<file path="src/design/servo_trimmed_mean_p_drive_macros.svh">
// ----------------------------------------------------------------------------
// Assertion macros for the servo drive block
// Each macro checks a property on the clk / rst_n of the module that uses it.
// ----------------------------------------------------------------------------
`ifndef SERVO_TRIMMED_MEAN_P_DRIVE_MACROS_SVH
`define SERVO_TRIMMED_MEAN_P_DRIVE_MACROS_SVH

// Consequent must hold in the same cycle as the antecedent
`define STMPD_ASSERT_NOW(lbl, ante, cons, msg) \
  lbl: assert property (@(posedge clk) disable iff (!rst_n) (ante) |-> (cons)) \
    else $error(msg);

// Consequent must hold in the cycle after the antecedent
`define STMPD_ASSERT_NEXT(lbl, ante, cons, msg) \
  lbl: assert property (@(posedge clk) disable iff (!rst_n) (ante) |=> (cons)) \
    else $error(msg);

`endif

</file>
<file path="src/design/stmpd_pkg.sv">
// ----------------------------------------------------------------------------
// stmpd_pkg
// Widths, constants, codes and controller/datapath interface types.
// ----------------------------------------------------------------------------
package stmpd_pkg;

  localparam int unsigned MAX_SAMPLES = 16;
  localparam int unsigned MIN_SAMPLES = 3;
  localparam int unsigned FULL_SCALE  = 1023;
  localparam int unsigned DUTY_TOP    = 255;

  localparam int unsigned SAMPLE_W = 10;
  localparam int unsigned DUTY_W   = 8;
  localparam int unsigned SPR_W    = 5;
  localparam int unsigned CFG_W    = 8;
  localparam int unsigned CFG_IDX_W = 1;

  localparam int unsigned CNT_W  = $clog2(MAX_SAMPLES + 1);
  localparam int unsigned LEN_W  = (CNT_W > SPR_W) ? CNT_W : SPR_W;
  localparam int unsigned SUM_W  = $clog2(MAX_SAMPLES * ((2 ** SAMPLE_W) - 1) + 1);
  localparam int unsigned FS_W   = $clog2(FULL_SCALE + 1);
  localparam int unsigned MAG_W  = FS_W;
  localparam int unsigned DBL_W  = SAMPLE_W + 1;
  localparam int unsigned CMP_W  = (DBL_W > FS_W) ? DBL_W : FS_W;
  localparam int unsigned DVD_W  = SUM_W;
  localparam int unsigned DVSR_W = CNT_W;
  localparam int unsigned STEP_W = $clog2(DVD_W + 1);

  // Duty scaling mag * DUTY_TOP / FULL_SCALE as a multiply by a rounded-up
  // reciprocal and a shift; exact for every magnitude up to full scale
  localparam int unsigned DUTY_SHIFT    = 28;
  localparam logic [63:0] DUTY_RECIP_64 =
    ((64'(DUTY_TOP) << DUTY_SHIFT) + 64'(FULL_SCALE) - 64'(1)) / 64'(FULL_SCALE);
  localparam int unsigned RECIP_W       = $clog2(DUTY_RECIP_64 + 64'(1));
  localparam logic [RECIP_W-1:0] DUTY_RECIP = RECIP_W'(DUTY_RECIP_64);
  localparam int unsigned PROD_W        = MAG_W + RECIP_W;

  localparam logic [SPR_W-1:0]  SPR_RESET      = SPR_W'(10);
  localparam logic [DUTY_W-1:0] DEADBAND_RESET = DUTY_W'(10);

  typedef enum logic [CFG_IDX_W-1:0] {
    CFG_SPR      = 1'b0,
    CFG_DEADBAND = 1'b1
  } cfg_idx_t;

  typedef enum logic [1:0] {
    DIR_STANDBY  = 2'd0,
    DIR_FORWARD  = 2'd1,
    DIR_BACKWARD = 2'd2
  } dir_t;

  typedef enum logic [2:0] {
    S_ACC,
    S_POS_START,
    S_POS_RUN,
    S_DUTY_START,
    S_PUBLISH
  } state_t;

  typedef struct packed {
    logic accum;
    logic pos_start;
    logic take_pos;
    logic duty_start;
    logic publish;
  } ctrl_cmd_t;

  typedef struct packed {
    logic last;
    logic div_busy;
    logic out_free;
  } dp_stat_t;

endpackage

</file>
<file path="src/design/stmpd_div.sv">
// ----------------------------------------------------------------------------
// stmpd_div
// Restoring serial divider, one quotient bit per cycle.
// ----------------------------------------------------------------------------
module stmpd_div (
  input  logic                          clk,
  input  logic                          rst_n,
  input  logic                          start,
  input  logic [stmpd_pkg::DVD_W-1:0]   dividend,
  input  logic [stmpd_pkg::DVSR_W-1:0]  divisor,
  output logic                          busy,
  output logic [stmpd_pkg::DVD_W-1:0]   quotient
);

  logic [stmpd_pkg::DVD_W-1:0]  quo_r,  quo_nxt;
  logic [stmpd_pkg::DVSR_W-1:0] rem_r,  rem_nxt;
  logic [stmpd_pkg::DVSR_W-1:0] dvsr_r, dvsr_nxt;
  logic [stmpd_pkg::STEP_W-1:0] step_r, step_nxt;
  logic [stmpd_pkg::DVSR_W:0]   trial;

  // Shift in the next dividend bit and subtract where it fits
  always_comb begin
    quo_nxt  = quo_r;
    rem_nxt  = rem_r;
    dvsr_nxt = dvsr_r;
    step_nxt = step_r;
    trial    = {rem_r, quo_r[stmpd_pkg::DVD_W-1]};
    if (start) begin
      quo_nxt  = dividend;
      rem_nxt  = '0;
      dvsr_nxt = divisor;
      step_nxt = stmpd_pkg::STEP_W'(stmpd_pkg::DVD_W);
    end else if (busy) begin
      if (trial >= {1'b0, dvsr_r}) begin
        rem_nxt = stmpd_pkg::DVSR_W'(trial - {1'b0, dvsr_r});
        quo_nxt = {quo_r[stmpd_pkg::DVD_W-2:0], 1'b1};
      end else begin
        rem_nxt = trial[stmpd_pkg::DVSR_W-1:0];
        quo_nxt = {quo_r[stmpd_pkg::DVD_W-2:0], 1'b0};
      end
      step_nxt = step_r - stmpd_pkg::STEP_W'(1);
    end
  end

  always_ff @(posedge clk) begin
    if (!rst_n) begin
      step_r <= '0;
    end else begin
      step_r <= step_nxt;
    end
    quo_r  <= quo_nxt;
    rem_r  <= rem_nxt;
    dvsr_r <= dvsr_nxt;
  end

  assign busy     = (step_r != '0);
  assign quotient = quo_r;

endmodule

</file>
<file path="src/design/stmpd_dp.sv">
// ----------------------------------------------------------------------------
// stmpd_dp
// Datapath: registers, window accumulation, error and duty, output register.
// ----------------------------------------------------------------------------
`include "servo_trimmed_mean_p_drive_macros.svh"

module stmpd_dp (
  input  logic                            clk,
  input  logic                            rst_n,
  input  stmpd_pkg::ctrl_cmd_t            cmd_i,
  output stmpd_pkg::dp_stat_t             stat_o,
  input  logic [stmpd_pkg::SAMPLE_W-1:0]  in_sample,
  input  logic [stmpd_pkg::SAMPLE_W-1:0]  in_target,
  input  logic                            cfg_we,
  input  logic [stmpd_pkg::CFG_IDX_W-1:0] cfg_index,
  input  logic [stmpd_pkg::CFG_W-1:0]     cfg_wdata,
  output logic                            out_valid,
  input  logic                            out_ready,
  output logic [stmpd_pkg::SAMPLE_W-1:0]  out_position,
  output logic [1:0]                      out_direction,
  output logic [stmpd_pkg::DUTY_W-1:0]    out_duty,
  output logic                            out_at_target
);

  logic [stmpd_pkg::SPR_W-1:0]    spr_r, spr_nxt;
  logic [stmpd_pkg::DUTY_W-1:0]   deadband_r, deadband_nxt;
  logic [stmpd_pkg::CNT_W-1:0]    count_r, count_nxt;
  logic [stmpd_pkg::SUM_W-1:0]    sum_r, sum_nxt;
  logic [stmpd_pkg::SAMPLE_W-1:0] min_r, min_nxt;
  logic [stmpd_pkg::SAMPLE_W-1:0] max_r, max_nxt;
  logic [stmpd_pkg::SAMPLE_W-1:0] target_r, target_nxt;
  logic [stmpd_pkg::SAMPLE_W-1:0] pos_r, pos_nxt;
  stmpd_pkg::dir_t                dir_r, dir_nxt;
  logic                           at_r, at_nxt;
  logic [stmpd_pkg::MAG_W-1:0]    mag_r, mag_nxt;
  logic [stmpd_pkg::DUTY_W-1:0]   duty_r, duty_nxt;

  logic                           out_valid_r, out_valid_nxt;
  logic [stmpd_pkg::SAMPLE_W-1:0] out_pos_r, out_pos_nxt;
  stmpd_pkg::dir_t                out_dir_r, out_dir_nxt;
  logic [stmpd_pkg::DUTY_W-1:0]   out_duty_r, out_duty_nxt;
  logic                           out_at_r, out_at_nxt;

  logic [stmpd_pkg::LEN_W-1:0]    win_len;
  logic [stmpd_pkg::DVD_W-1:0]    div_dvd;
  logic [stmpd_pkg::DVSR_W-1:0]   div_dvsr;
  logic                           div_busy;
  logic [stmpd_pkg::DVD_W-1:0]    div_quo;
  logic [stmpd_pkg::SAMPLE_W-1:0] q_pos;
  logic [stmpd_pkg::SAMPLE_W-1:0] diff;
  logic [stmpd_pkg::DBL_W-1:0]    dbl;
  logic [stmpd_pkg::PROD_W-1:0]   duty_prod;
  logic [stmpd_pkg::DUTY_W-1:0]   duty_raw;

  // Clamp the programmed window length into its legal range
  always_comb begin
    win_len = stmpd_pkg::LEN_W'(spr_r);
    if (win_len < stmpd_pkg::LEN_W'(stmpd_pkg::MIN_SAMPLES)) begin
      win_len = stmpd_pkg::LEN_W'(stmpd_pkg::MIN_SAMPLES);
    end else if (win_len > stmpd_pkg::LEN_W'(stmpd_pkg::MAX_SAMPLES)) begin
      win_len = stmpd_pkg::LEN_W'(stmpd_pkg::MAX_SAMPLES);
    end
  end

  // Feed the divider with the trimmed sum and the trimmed count
  always_comb begin
    div_dvd  = stmpd_pkg::DVD_W'(sum_r - stmpd_pkg::SUM_W'(min_r)
                                       - stmpd_pkg::SUM_W'(max_r));
    div_dvsr = stmpd_pkg::DVSR_W'(count_r - stmpd_pkg::CNT_W'(2));
  end

  stmpd_div u_div (
    .clk      (clk),
    .rst_n    (rst_n),
    .start    (cmd_i.pos_start),
    .dividend (div_dvd),
    .divisor  (div_dvsr),
    .busy     (div_busy),
    .quotient (div_quo)
  );

  // Error against target: absolute difference, doubled
  always_comb begin
    q_pos = div_quo[stmpd_pkg::SAMPLE_W-1:0];
    if (q_pos > target_r) begin
      diff = q_pos - target_r;
    end else begin
      diff = target_r - q_pos;
    end
    dbl = {diff, 1'b0};
  end

  // Scale the magnitude to a duty by reciprocal multiplication, then deadband
  always_comb begin
    duty_prod = stmpd_pkg::PROD_W'(mag_r) * stmpd_pkg::PROD_W'(stmpd_pkg::DUTY_RECIP);
    duty_raw  = stmpd_pkg::DUTY_W'(duty_prod >> stmpd_pkg::DUTY_SHIFT);
    if (duty_raw < deadband_r) begin
      duty_raw = '0;
    end
  end

  // Next state of registers, window and output stage
  always_comb begin
    spr_nxt       = spr_r;
    deadband_nxt  = deadband_r;
    count_nxt     = count_r;
    sum_nxt       = sum_r;
    min_nxt       = min_r;
    max_nxt       = max_r;
    target_nxt    = target_r;
    pos_nxt       = pos_r;
    dir_nxt       = dir_r;
    at_nxt        = at_r;
    mag_nxt       = mag_r;
    duty_nxt      = duty_r;
    out_valid_nxt = out_valid_r;
    out_pos_nxt   = out_pos_r;
    out_dir_nxt   = out_dir_r;
    out_duty_nxt  = out_duty_r;
    out_at_nxt    = out_at_r;

    if (cfg_we) begin
      unique case (stmpd_pkg::cfg_idx_t'(cfg_index))
        stmpd_pkg::CFG_SPR:      spr_nxt = cfg_wdata[stmpd_pkg::SPR_W-1:0];
        stmpd_pkg::CFG_DEADBAND: deadband_nxt = cfg_wdata[stmpd_pkg::DUTY_W-1:0];
        default: ;
      endcase
    end

    if (cmd_i.accum) begin
      sum_nxt    = sum_r + stmpd_pkg::SUM_W'(in_sample);
      count_nxt  = count_r + stmpd_pkg::CNT_W'(1);
      target_nxt = in_target;
      if (in_sample < min_r) begin
        min_nxt = in_sample;
      end
      if (in_sample > max_r) begin
        max_nxt = in_sample;
      end
    end

    if (cmd_i.take_pos) begin
      pos_nxt = q_pos;
      if (q_pos > target_r) begin
        dir_nxt = stmpd_pkg::DIR_FORWARD;
        at_nxt  = 1'b0;
      end else if (q_pos < target_r) begin
        dir_nxt = stmpd_pkg::DIR_BACKWARD;
        at_nxt  = 1'b0;
      end else begin
        dir_nxt = stmpd_pkg::DIR_STANDBY;
        at_nxt  = 1'b1;
      end
      if (stmpd_pkg::CMP_W'(dbl) > stmpd_pkg::CMP_W'(stmpd_pkg::FULL_SCALE)) begin
        mag_nxt = stmpd_pkg::MAG_W'(stmpd_pkg::FULL_SCALE);
      end else begin
        mag_nxt = stmpd_pkg::MAG_W'(dbl);
      end
    end

    // Hold the scaled duty for the output stage
    if (cmd_i.duty_start) begin
      duty_nxt = duty_raw;
    end

    // Drop the result once taken; load a new one and restart the window
    if (out_valid_r && out_ready) begin
      out_valid_nxt = 1'b0;
    end
    if (cmd_i.publish) begin
      out_valid_nxt = 1'b1;
      out_pos_nxt   = pos_r;
      out_dir_nxt   = dir_r;
      out_duty_nxt  = duty_r;
      out_at_nxt    = at_r;
      count_nxt     = '0;
      sum_nxt       = '0;
      min_nxt       = stmpd_pkg::SAMPLE_W'((2 ** stmpd_pkg::SAMPLE_W) - 1);
      max_nxt       = '0;
    end
  end

  always_ff @(posedge clk) begin
    if (!rst_n) begin
      spr_r       <= stmpd_pkg::SPR_RESET;
      deadband_r  <= stmpd_pkg::DEADBAND_RESET;
      count_r     <= '0;
      sum_r       <= '0;
      min_r       <= stmpd_pkg::SAMPLE_W'((2 ** stmpd_pkg::SAMPLE_W) - 1);
      max_r       <= '0;
      out_valid_r <= 1'b0;
    end else begin
      spr_r       <= spr_nxt;
      deadband_r  <= deadband_nxt;
      count_r     <= count_nxt;
      sum_r       <= sum_nxt;
      min_r       <= min_nxt;
      max_r       <= max_nxt;
      out_valid_r <= out_valid_nxt;
    end
    target_r   <= target_nxt;
    pos_r      <= pos_nxt;
    dir_r      <= dir_nxt;
    at_r       <= at_nxt;
    mag_r      <= mag_nxt;
    duty_r     <= duty_nxt;
    out_pos_r  <= out_pos_nxt;
    out_dir_r  <= out_dir_nxt;
    out_duty_r <= out_duty_nxt;
    out_at_r   <= out_at_nxt;
  end

  // Status back to the controller
  assign stat_o.last     = (stmpd_pkg::LEN_W'(count_r) + stmpd_pkg::LEN_W'(1)) >= win_len;
  assign stat_o.div_busy = div_busy;
  assign stat_o.out_free = !out_valid_r || out_ready;

  assign out_valid     = out_valid_r;
  assign out_position  = out_pos_r;
  assign out_direction = out_dir_r;
  assign out_duty      = out_duty_r;
  assign out_at_target = out_at_r;

  `STMPD_ASSERT_NOW(a_accum_no_div, cmd_i.accum, !div_busy, "sample taken during division")
  `STMPD_ASSERT_NEXT(a_div_starts, cmd_i.pos_start, div_busy, "divider idle after start")
  `STMPD_ASSERT_NEXT(a_out_hold, out_valid_r && !out_ready, out_valid_r && $stable(out_pos_r) && $stable(out_duty_r), "stalled result changed")
  `STMPD_ASSERT_NOW(a_count_bound, 1'b1, stmpd_pkg::LEN_W'(count_r) <= stmpd_pkg::LEN_W'(stmpd_pkg::MAX_SAMPLES), "window count overrun")

endmodule

</file>
<file path="src/design/stmpd_ctrl.sv">
// ----------------------------------------------------------------------------
// stmpd_ctrl
// Sequencer: accumulate a window, divide, scale the duty, publish the result.
// ----------------------------------------------------------------------------
module stmpd_ctrl (
  input  logic                 clk,
  input  logic                 rst_n,
  input  logic                 in_valid,
  output logic                 in_ready,
  input  stmpd_pkg::dp_stat_t  stat_i,
  output stmpd_pkg::ctrl_cmd_t cmd_o
);

  stmpd_pkg::state_t state_r, state_nxt;

  // Hold the state
  always_ff @(posedge clk) begin
    if (!rst_n) begin
      state_r <= stmpd_pkg::S_ACC;
    end else begin
      state_r <= state_nxt;
    end
  end

  // Advance through the window sequence and issue datapath commands
  always_comb begin
    state_nxt = state_r;
    cmd_o     = '0;
    in_ready  = 1'b0;
    unique case (state_r)
      stmpd_pkg::S_ACC: begin
        in_ready = 1'b1;
        if (in_valid) begin
          cmd_o.accum = 1'b1;
          if (stat_i.last) begin
            state_nxt = stmpd_pkg::S_POS_START;
          end
        end
      end
      stmpd_pkg::S_POS_START: begin
        cmd_o.pos_start = 1'b1;
        state_nxt       = stmpd_pkg::S_POS_RUN;
      end
      stmpd_pkg::S_POS_RUN: begin
        if (!stat_i.div_busy) begin
          cmd_o.take_pos = 1'b1;
          state_nxt      = stmpd_pkg::S_DUTY_START;
        end
      end
      stmpd_pkg::S_DUTY_START: begin
        cmd_o.duty_start = 1'b1;
        state_nxt        = stmpd_pkg::S_PUBLISH;
      end
      stmpd_pkg::S_PUBLISH: begin
        if (stat_i.out_free) begin
          cmd_o.publish = 1'b1;
          state_nxt     = stmpd_pkg::S_ACC;
        end
      end
      default: begin
        state_nxt = stmpd_pkg::S_ACC;
      end
    endcase
  end

endmodule

</file>
<file path="src/design/servo_trimmed_mean_p_drive.sv">
// ----------------------------------------------------------------------------
// servo_trimmed_mean_p_drive
// Proportional servo drive with trimmed-mean position feedback.
// ----------------------------------------------------------------------------
// Input channel (in_valid/in_ready): one ADC sample with its target per
// transaction. Samples of a window are taken one per cycle. When the window
// of samples_per_reading samples is complete, the block drops the minimum and
// maximum, divides the rest by N-2 and derives direction and duty.
// Output channel (out_valid/out_ready): one transaction per completed window.
// After the last sample of a window is taken, the block starts the serial
// divider, forms the mean (one quotient bit a cycle), takes position and
// error, scales the duty by reciprocal multiplication and loads the output
// register, which raises out_valid.
// in_ready is low from the last sample of a window until its result is
// loaded into the output register. While the receiver stalls, the result
// holds in that register and the next window is collected; its result waits
// until the register is free.
// Configuration writes (cfg_we) take effect at once and are meant for idle.
// Reset (rst_n low, synchronous) clears the window, drops any pending result
// and returns both registers to 10.
// ----------------------------------------------------------------------------
module servo_trimmed_mean_p_drive (
  input  logic                            clk,
  input  logic                            rst_n,
  input  logic                            in_valid,
  output logic                            in_ready,
  input  logic [stmpd_pkg::SAMPLE_W-1:0]  in_sample,
  input  logic [stmpd_pkg::SAMPLE_W-1:0]  in_target,
  output logic                            out_valid,
  input  logic                            out_ready,
  output logic [stmpd_pkg::SAMPLE_W-1:0]  out_position,
  output logic [1:0]                      out_direction,
  output logic [stmpd_pkg::DUTY_W-1:0]    out_duty,
  output logic                            out_at_target,
  input  logic                            cfg_we,
  input  logic [stmpd_pkg::CFG_IDX_W-1:0] cfg_index,
  input  logic [stmpd_pkg::CFG_W-1:0]     cfg_wdata
);

  stmpd_pkg::ctrl_cmd_t cmd;
  stmpd_pkg::dp_stat_t  stat;

  stmpd_ctrl u_ctrl (
    .clk      (clk),
    .rst_n    (rst_n),
    .in_valid (in_valid),
    .in_ready (in_ready),
    .stat_i   (stat),
    .cmd_o    (cmd)
  );

  stmpd_dp u_dp (
    .clk           (clk),
    .rst_n         (rst_n),
    .cmd_i         (cmd),
    .stat_o        (stat),
    .in_sample     (in_sample),
    .in_target     (in_target),
    .cfg_we        (cfg_we),
    .cfg_index     (cfg_index),
    .cfg_wdata     (cfg_wdata),
    .out_valid     (out_valid),
    .out_ready     (out_ready),
    .out_position  (out_position),
    .out_direction (out_direction),
    .out_duty      (out_duty),
    .out_at_target (out_at_target)
  );

endmodule

</file>
<file path="config.mk">
export PLATFORM = sky130hd
export DESIGN_NAME = servo_trimmed_mean_p_drive
export DESIGN_NICKNAME = d
export VERILOG_FILES = /design/src/design/stmpd_pkg.sv /design/src/design/stmpd_div.sv /design/src/design/stmpd_dp.sv /design/src/design/stmpd_ctrl.sv /design/src/design/servo_trimmed_mean_p_drive.sv
export VERILOG_INCLUDE_DIRS = /design/src /design/src/design
export SDC_FILE = /design/constraint.sdc
export NUM_CORES = 1
export LEC_CHECK = 0
export BUFFER_PORTS_ARGS = -buffer_cell sky130_fd_sc_hd__buf_2
export CORE_MARGIN = 2
export CORE_UTILIZATION = 50
export DETAILED_ROUTE_END_ITERATION = 10
export GPL_TIMING_DRIVEN = 0
export PLACE_DENSITY_LB_ADDON = 0.3
export SYNTH_ARGS = -nofsm -noshare
export SYNTH_HDL_FRONTEND = slang
export SYNTH_HIERARCHICAL = 1
export SYNTH_SLANG_ARGS = --single-unit
</file>
<file path="constraint.sdc">
create_clock -name clk -period 7.8 [get_ports clk]
set_input_delay 0.78 -clock clk [delete_from_list [all_inputs] [get_ports clk]]
set_output_delay 0.78 -clock clk [all_outputs]
set_load 0.1 [all_outputs]
</file>
==> out/summary.txt <==
Clock share of power: 15.7%
Minimum clock period: 7.346 ns
Hold/Removal Path Class: flop to flop
Final Setup Violations: 0
GR Overflow Total: 0
Mean post-synth cell area: 10.46 um2
Die Area: 23940 um2
Nets@finish: 1431
Combinational Power Share: 63.0%
Leakage: 5.853 nW
Buffers added on ports: 56
Max-capacitance violation count: 0
Synth Flop Type: edfxtp_1
DR iter-0 viols: 269
DIE WIDTH: 154.7 um
Worst r2r path cells: 25
Hold Path End: u_dp/out_duty[7]
Clock sinks: 146
CTS tree: yes
Rel. slew slack: 39.67%
Nature of the critical path startpoint: flop
Final Hold Violating Endpoints: 0
Worst-Margin Slew: 0.9030 ns
WP data required: 7.99 ns
Switching Fraction: 43.86%
Vias per cell: 5.295
Max rail drop VDD: 215.5 uV
Fin. max-slew vios: 0
Power density over cell area: 388.1 nW/um2
ANT cells: 0
Synth Cell Area: 11360 um2
Initial core utilization: 50.48%
Core footprint: 22500 um2
Hold path start: u_dp/duty_r[7]
Mapped Cells: 1086
Outcome: finished clean
Core Rows: 55
Worst-Skew Late Latency: 0.43 ns
Number of synthesized flops with an enable pin: 81
Largest net degree at the start of global routing: 24
Main area contributors after synthesis: edfxtp_1 (21%), ha_1 (17%), fa_1 (14%)
Layout cell share with drive strength beyond 1: 11.99%
Fillers: 1943
GRT Util Overall: 19.77%
Multi-input gate area: 6838 um2
Area Overhead vs Synth: 10.82%
Yosys warns: 6
Reg power frac: 21.2%
Vias in the first global route: 7803
Yosys cell types: 77
Critical R2R Launch: u_dp/mag_r[7]
1st-pass router iterations: 5
First-pass GRT wire length: 37.78 mm
Boundary Pins: 57
Routed Wire Length: 22.32 mm
Internal power: 2.742 mW
Final period util: 94.18%
Sequential fraction of the synthesis area: 32.87%
Clk buf depth: 2
Post-route ant nets: 0
Synth area leader: edfxtp_1
R2r endpoint: u_dp/duty_r[7]
Register Area: 3734 um2
HPWL after DPL: 17.76 mm
Clock transition at path regs: 0.06 ns
Yosys reg bits: 146
Via Count: 7736
H-tree depth: 4
Clock Skew: 0.01092 ns
Final Wtd Congestion: 0.8384
Synth async-reset ratio: 0%
Setup TNS: 0 ns
Worst Path Max Fanout: 8
Power Total: 4.885 mW
Commonest non-fill, non-tap cell in the layout: inv_1
Initial antenna violation count: 0
RSZ-0062 raised after global routing: no
Highest Clock Rate: 0.1361 GHz
Share of the synthesized area in the top cell type: 21.41%
Most frequent cells in the layout: inv_1 (192), ha_1 (154), edfxtp_1 (81), fa_1 (80), nand2_1 (67)
Detailed-route wire length per cell: 15.28 um
R2R Setup Slk: 0.45 ns
Min-Delay Path Depth: 0
# DRC: 0
Floorplan die height: 154.7 um
Worst Path Arrival: 7.53 ns
Crit end category: flop
Net Sw Power: 2.143 mW
Num CTS Buffers: 17
CP Class: flop to flop
Clk root buf: clkbuf_16
Post-Syn Nets: 1354
==> power by group through the flow <==
stage / Combinational [mW] / Sequential, mW / Clock [mW]
2_1_floorplan: 2.37 / 1.03 / 0
3_3_place_gp: 2.95 / 1.05 / 0
3_5_place_dp: 3.02 / 1.05 / 0
4_1_cts: 3.06 / 1.04 / 0.784
5_1_grt: 3.50 / 1.05 / 0.817
6_report: 3.08 / 1.04 / 0.768
==> critical path: stages, from the launching register on <==
cell and delay (ns):
edfxtp_1 0.55, fa_1 0.75, inv_1 0.18, fa_1 0.52, inv_1 0.15, fa_1 0.46
fa_1 0.57, inv_1 0.06, fa_1 0.51, inv_1 0.06, ha_1 0.32, nand4_1 0.19
nor3_1 0.11, or4_1 0.46, a211oi_2 0.31, o31ai_2 0.16, o21a_1 0.21, nor2_1 0.11
xnor2_1 0.15, ha_1 0.28, a21o_1 0.18, a21o_1 0.17, a21oi_1 0.17, nand2_1 0.07
o21a_1 0.24, and2_1 0.19
==> registers in the layout (all words and copies together), names as in the netlist, 3 cells and up <==
name,count
u_ctrl/state_r,3
u_dp/count_r,5
u_dp/deadband_r,8
u_dp/duty_r,8
u_dp/mag_r,10
u_dp/max_r,10
u_dp/min_r,10
u_dp/out_duty,8
u_dp/out_position,10
u_dp/pos_r,10
u_dp/spr_r,5
u_dp/sum_r,14
u_dp/target_r,10
u_dp/u_div/dvsr_r,5
u_dp/u_div/quotient,14
u_dp/u_div/rem_r,5
u_dp/u_div/step_r,4
==> final cells by class <==
type / instances / share of cell area [%]
Multi-Input combinational cell: 727 / 54.32
Sequential cell: 146 / 29.66
Inverter: 193 / 5.755
Clock buffer: 18 / 3.409
Tap cell: 285 / 2.833
Timing Repair Buffer: 58 / 2.405
Clock inverter: 14 / 0.9343
Buffer: 20 / 0.6858
==> worst max path at each step <==
stage,from,endpoint,slack [ns]
floorplan,u_dp/mag_r[2],u_dp/duty_r[1],1.19
global placement,u_dp/mag_r[7],u_dp/duty_r[5],0.21
detailed placement,u_dp/mag_r[7],u_dp/duty_r[7],0.19
CTS,u_dp/mag_r[7],u_dp/duty_r[7],0.16
global route,u_dp/mag_r[7],u_dp/duty_r[7],0.05
finish,u_dp/mag_r[7],u_dp/duty_r[7],0.45
==> synth_stat cells, types with 6 or more instances <==
cell / count
o21a_1: 10
a31oi_1: 6
xnor2_1: 27
nor3_1: 11
nand2b_1: 10
o21ai_0: 14
inv_1: 192
o211ai_1: 14
o21ai_1: 18
and2_1: 12
nor2_1: 59
a211o_1: 7
nand2_1: 67
nand4_1: 10
mux2i_1: 30
ha_1: 154
edfxtp_1: 81
dfxtp_1: 65
nor2b_1: 11
xor2_1: 17
a21o_1: 22
fa_1: 80
a21boi_0: 10
mux2_2: 15
a21oi_1: 33
nand3_1: 10
clkbuf_1: 12
==> per-layer routing <==
layer | vias up | GRT usage [%] | part of all wire [%]
li1 | 3846 | - | -
met4 | 0 | 5.511 | 1.4
met5 | - | 0 | 0
met3 | 20 | 3.362 | 2.5
met2 | 101 | 34.31 | 49
met1 | 3769 | 25.60 | 47
==> cell families after synthesis <==
kind of cell,after synthesis,share of synthesized area (%)
fa+ha+maj,234,31.06
xor+xnor,45,3.536
mux,46,4.263
compound gates,180,11.22
flops,146,32.87
simple gates,222,9.913
buf+inv,213,7.137
==> through the flow <==
step	instances	setup slack, ns	hold slack (ns)	cell area (um2)	util [%]
finish	1461	0.4539	0.4184	12590	55.94
global route	1461	0.05227	0.4263	12590	55.94
CTS	1461	0.1609	0.4199	12570	55.86
detailed placement	1429	0.1947	0.4052	12020	53.43
global placement	1427	0.2098	0.4006	12000	53.31
floorplan	1086	1.193	0.4003	11360	-
==> timing repair <==
action | 4_1_cts | 5_1_grt
endpoints found under the setup margin | 0 | 8
gates resized for setup | 0 | 3
hold buffers | 0 | 0
hold endpoints to repair | 0 | 0
setup buffers | 0 | 0
Power figures use the tool's default switching activity.
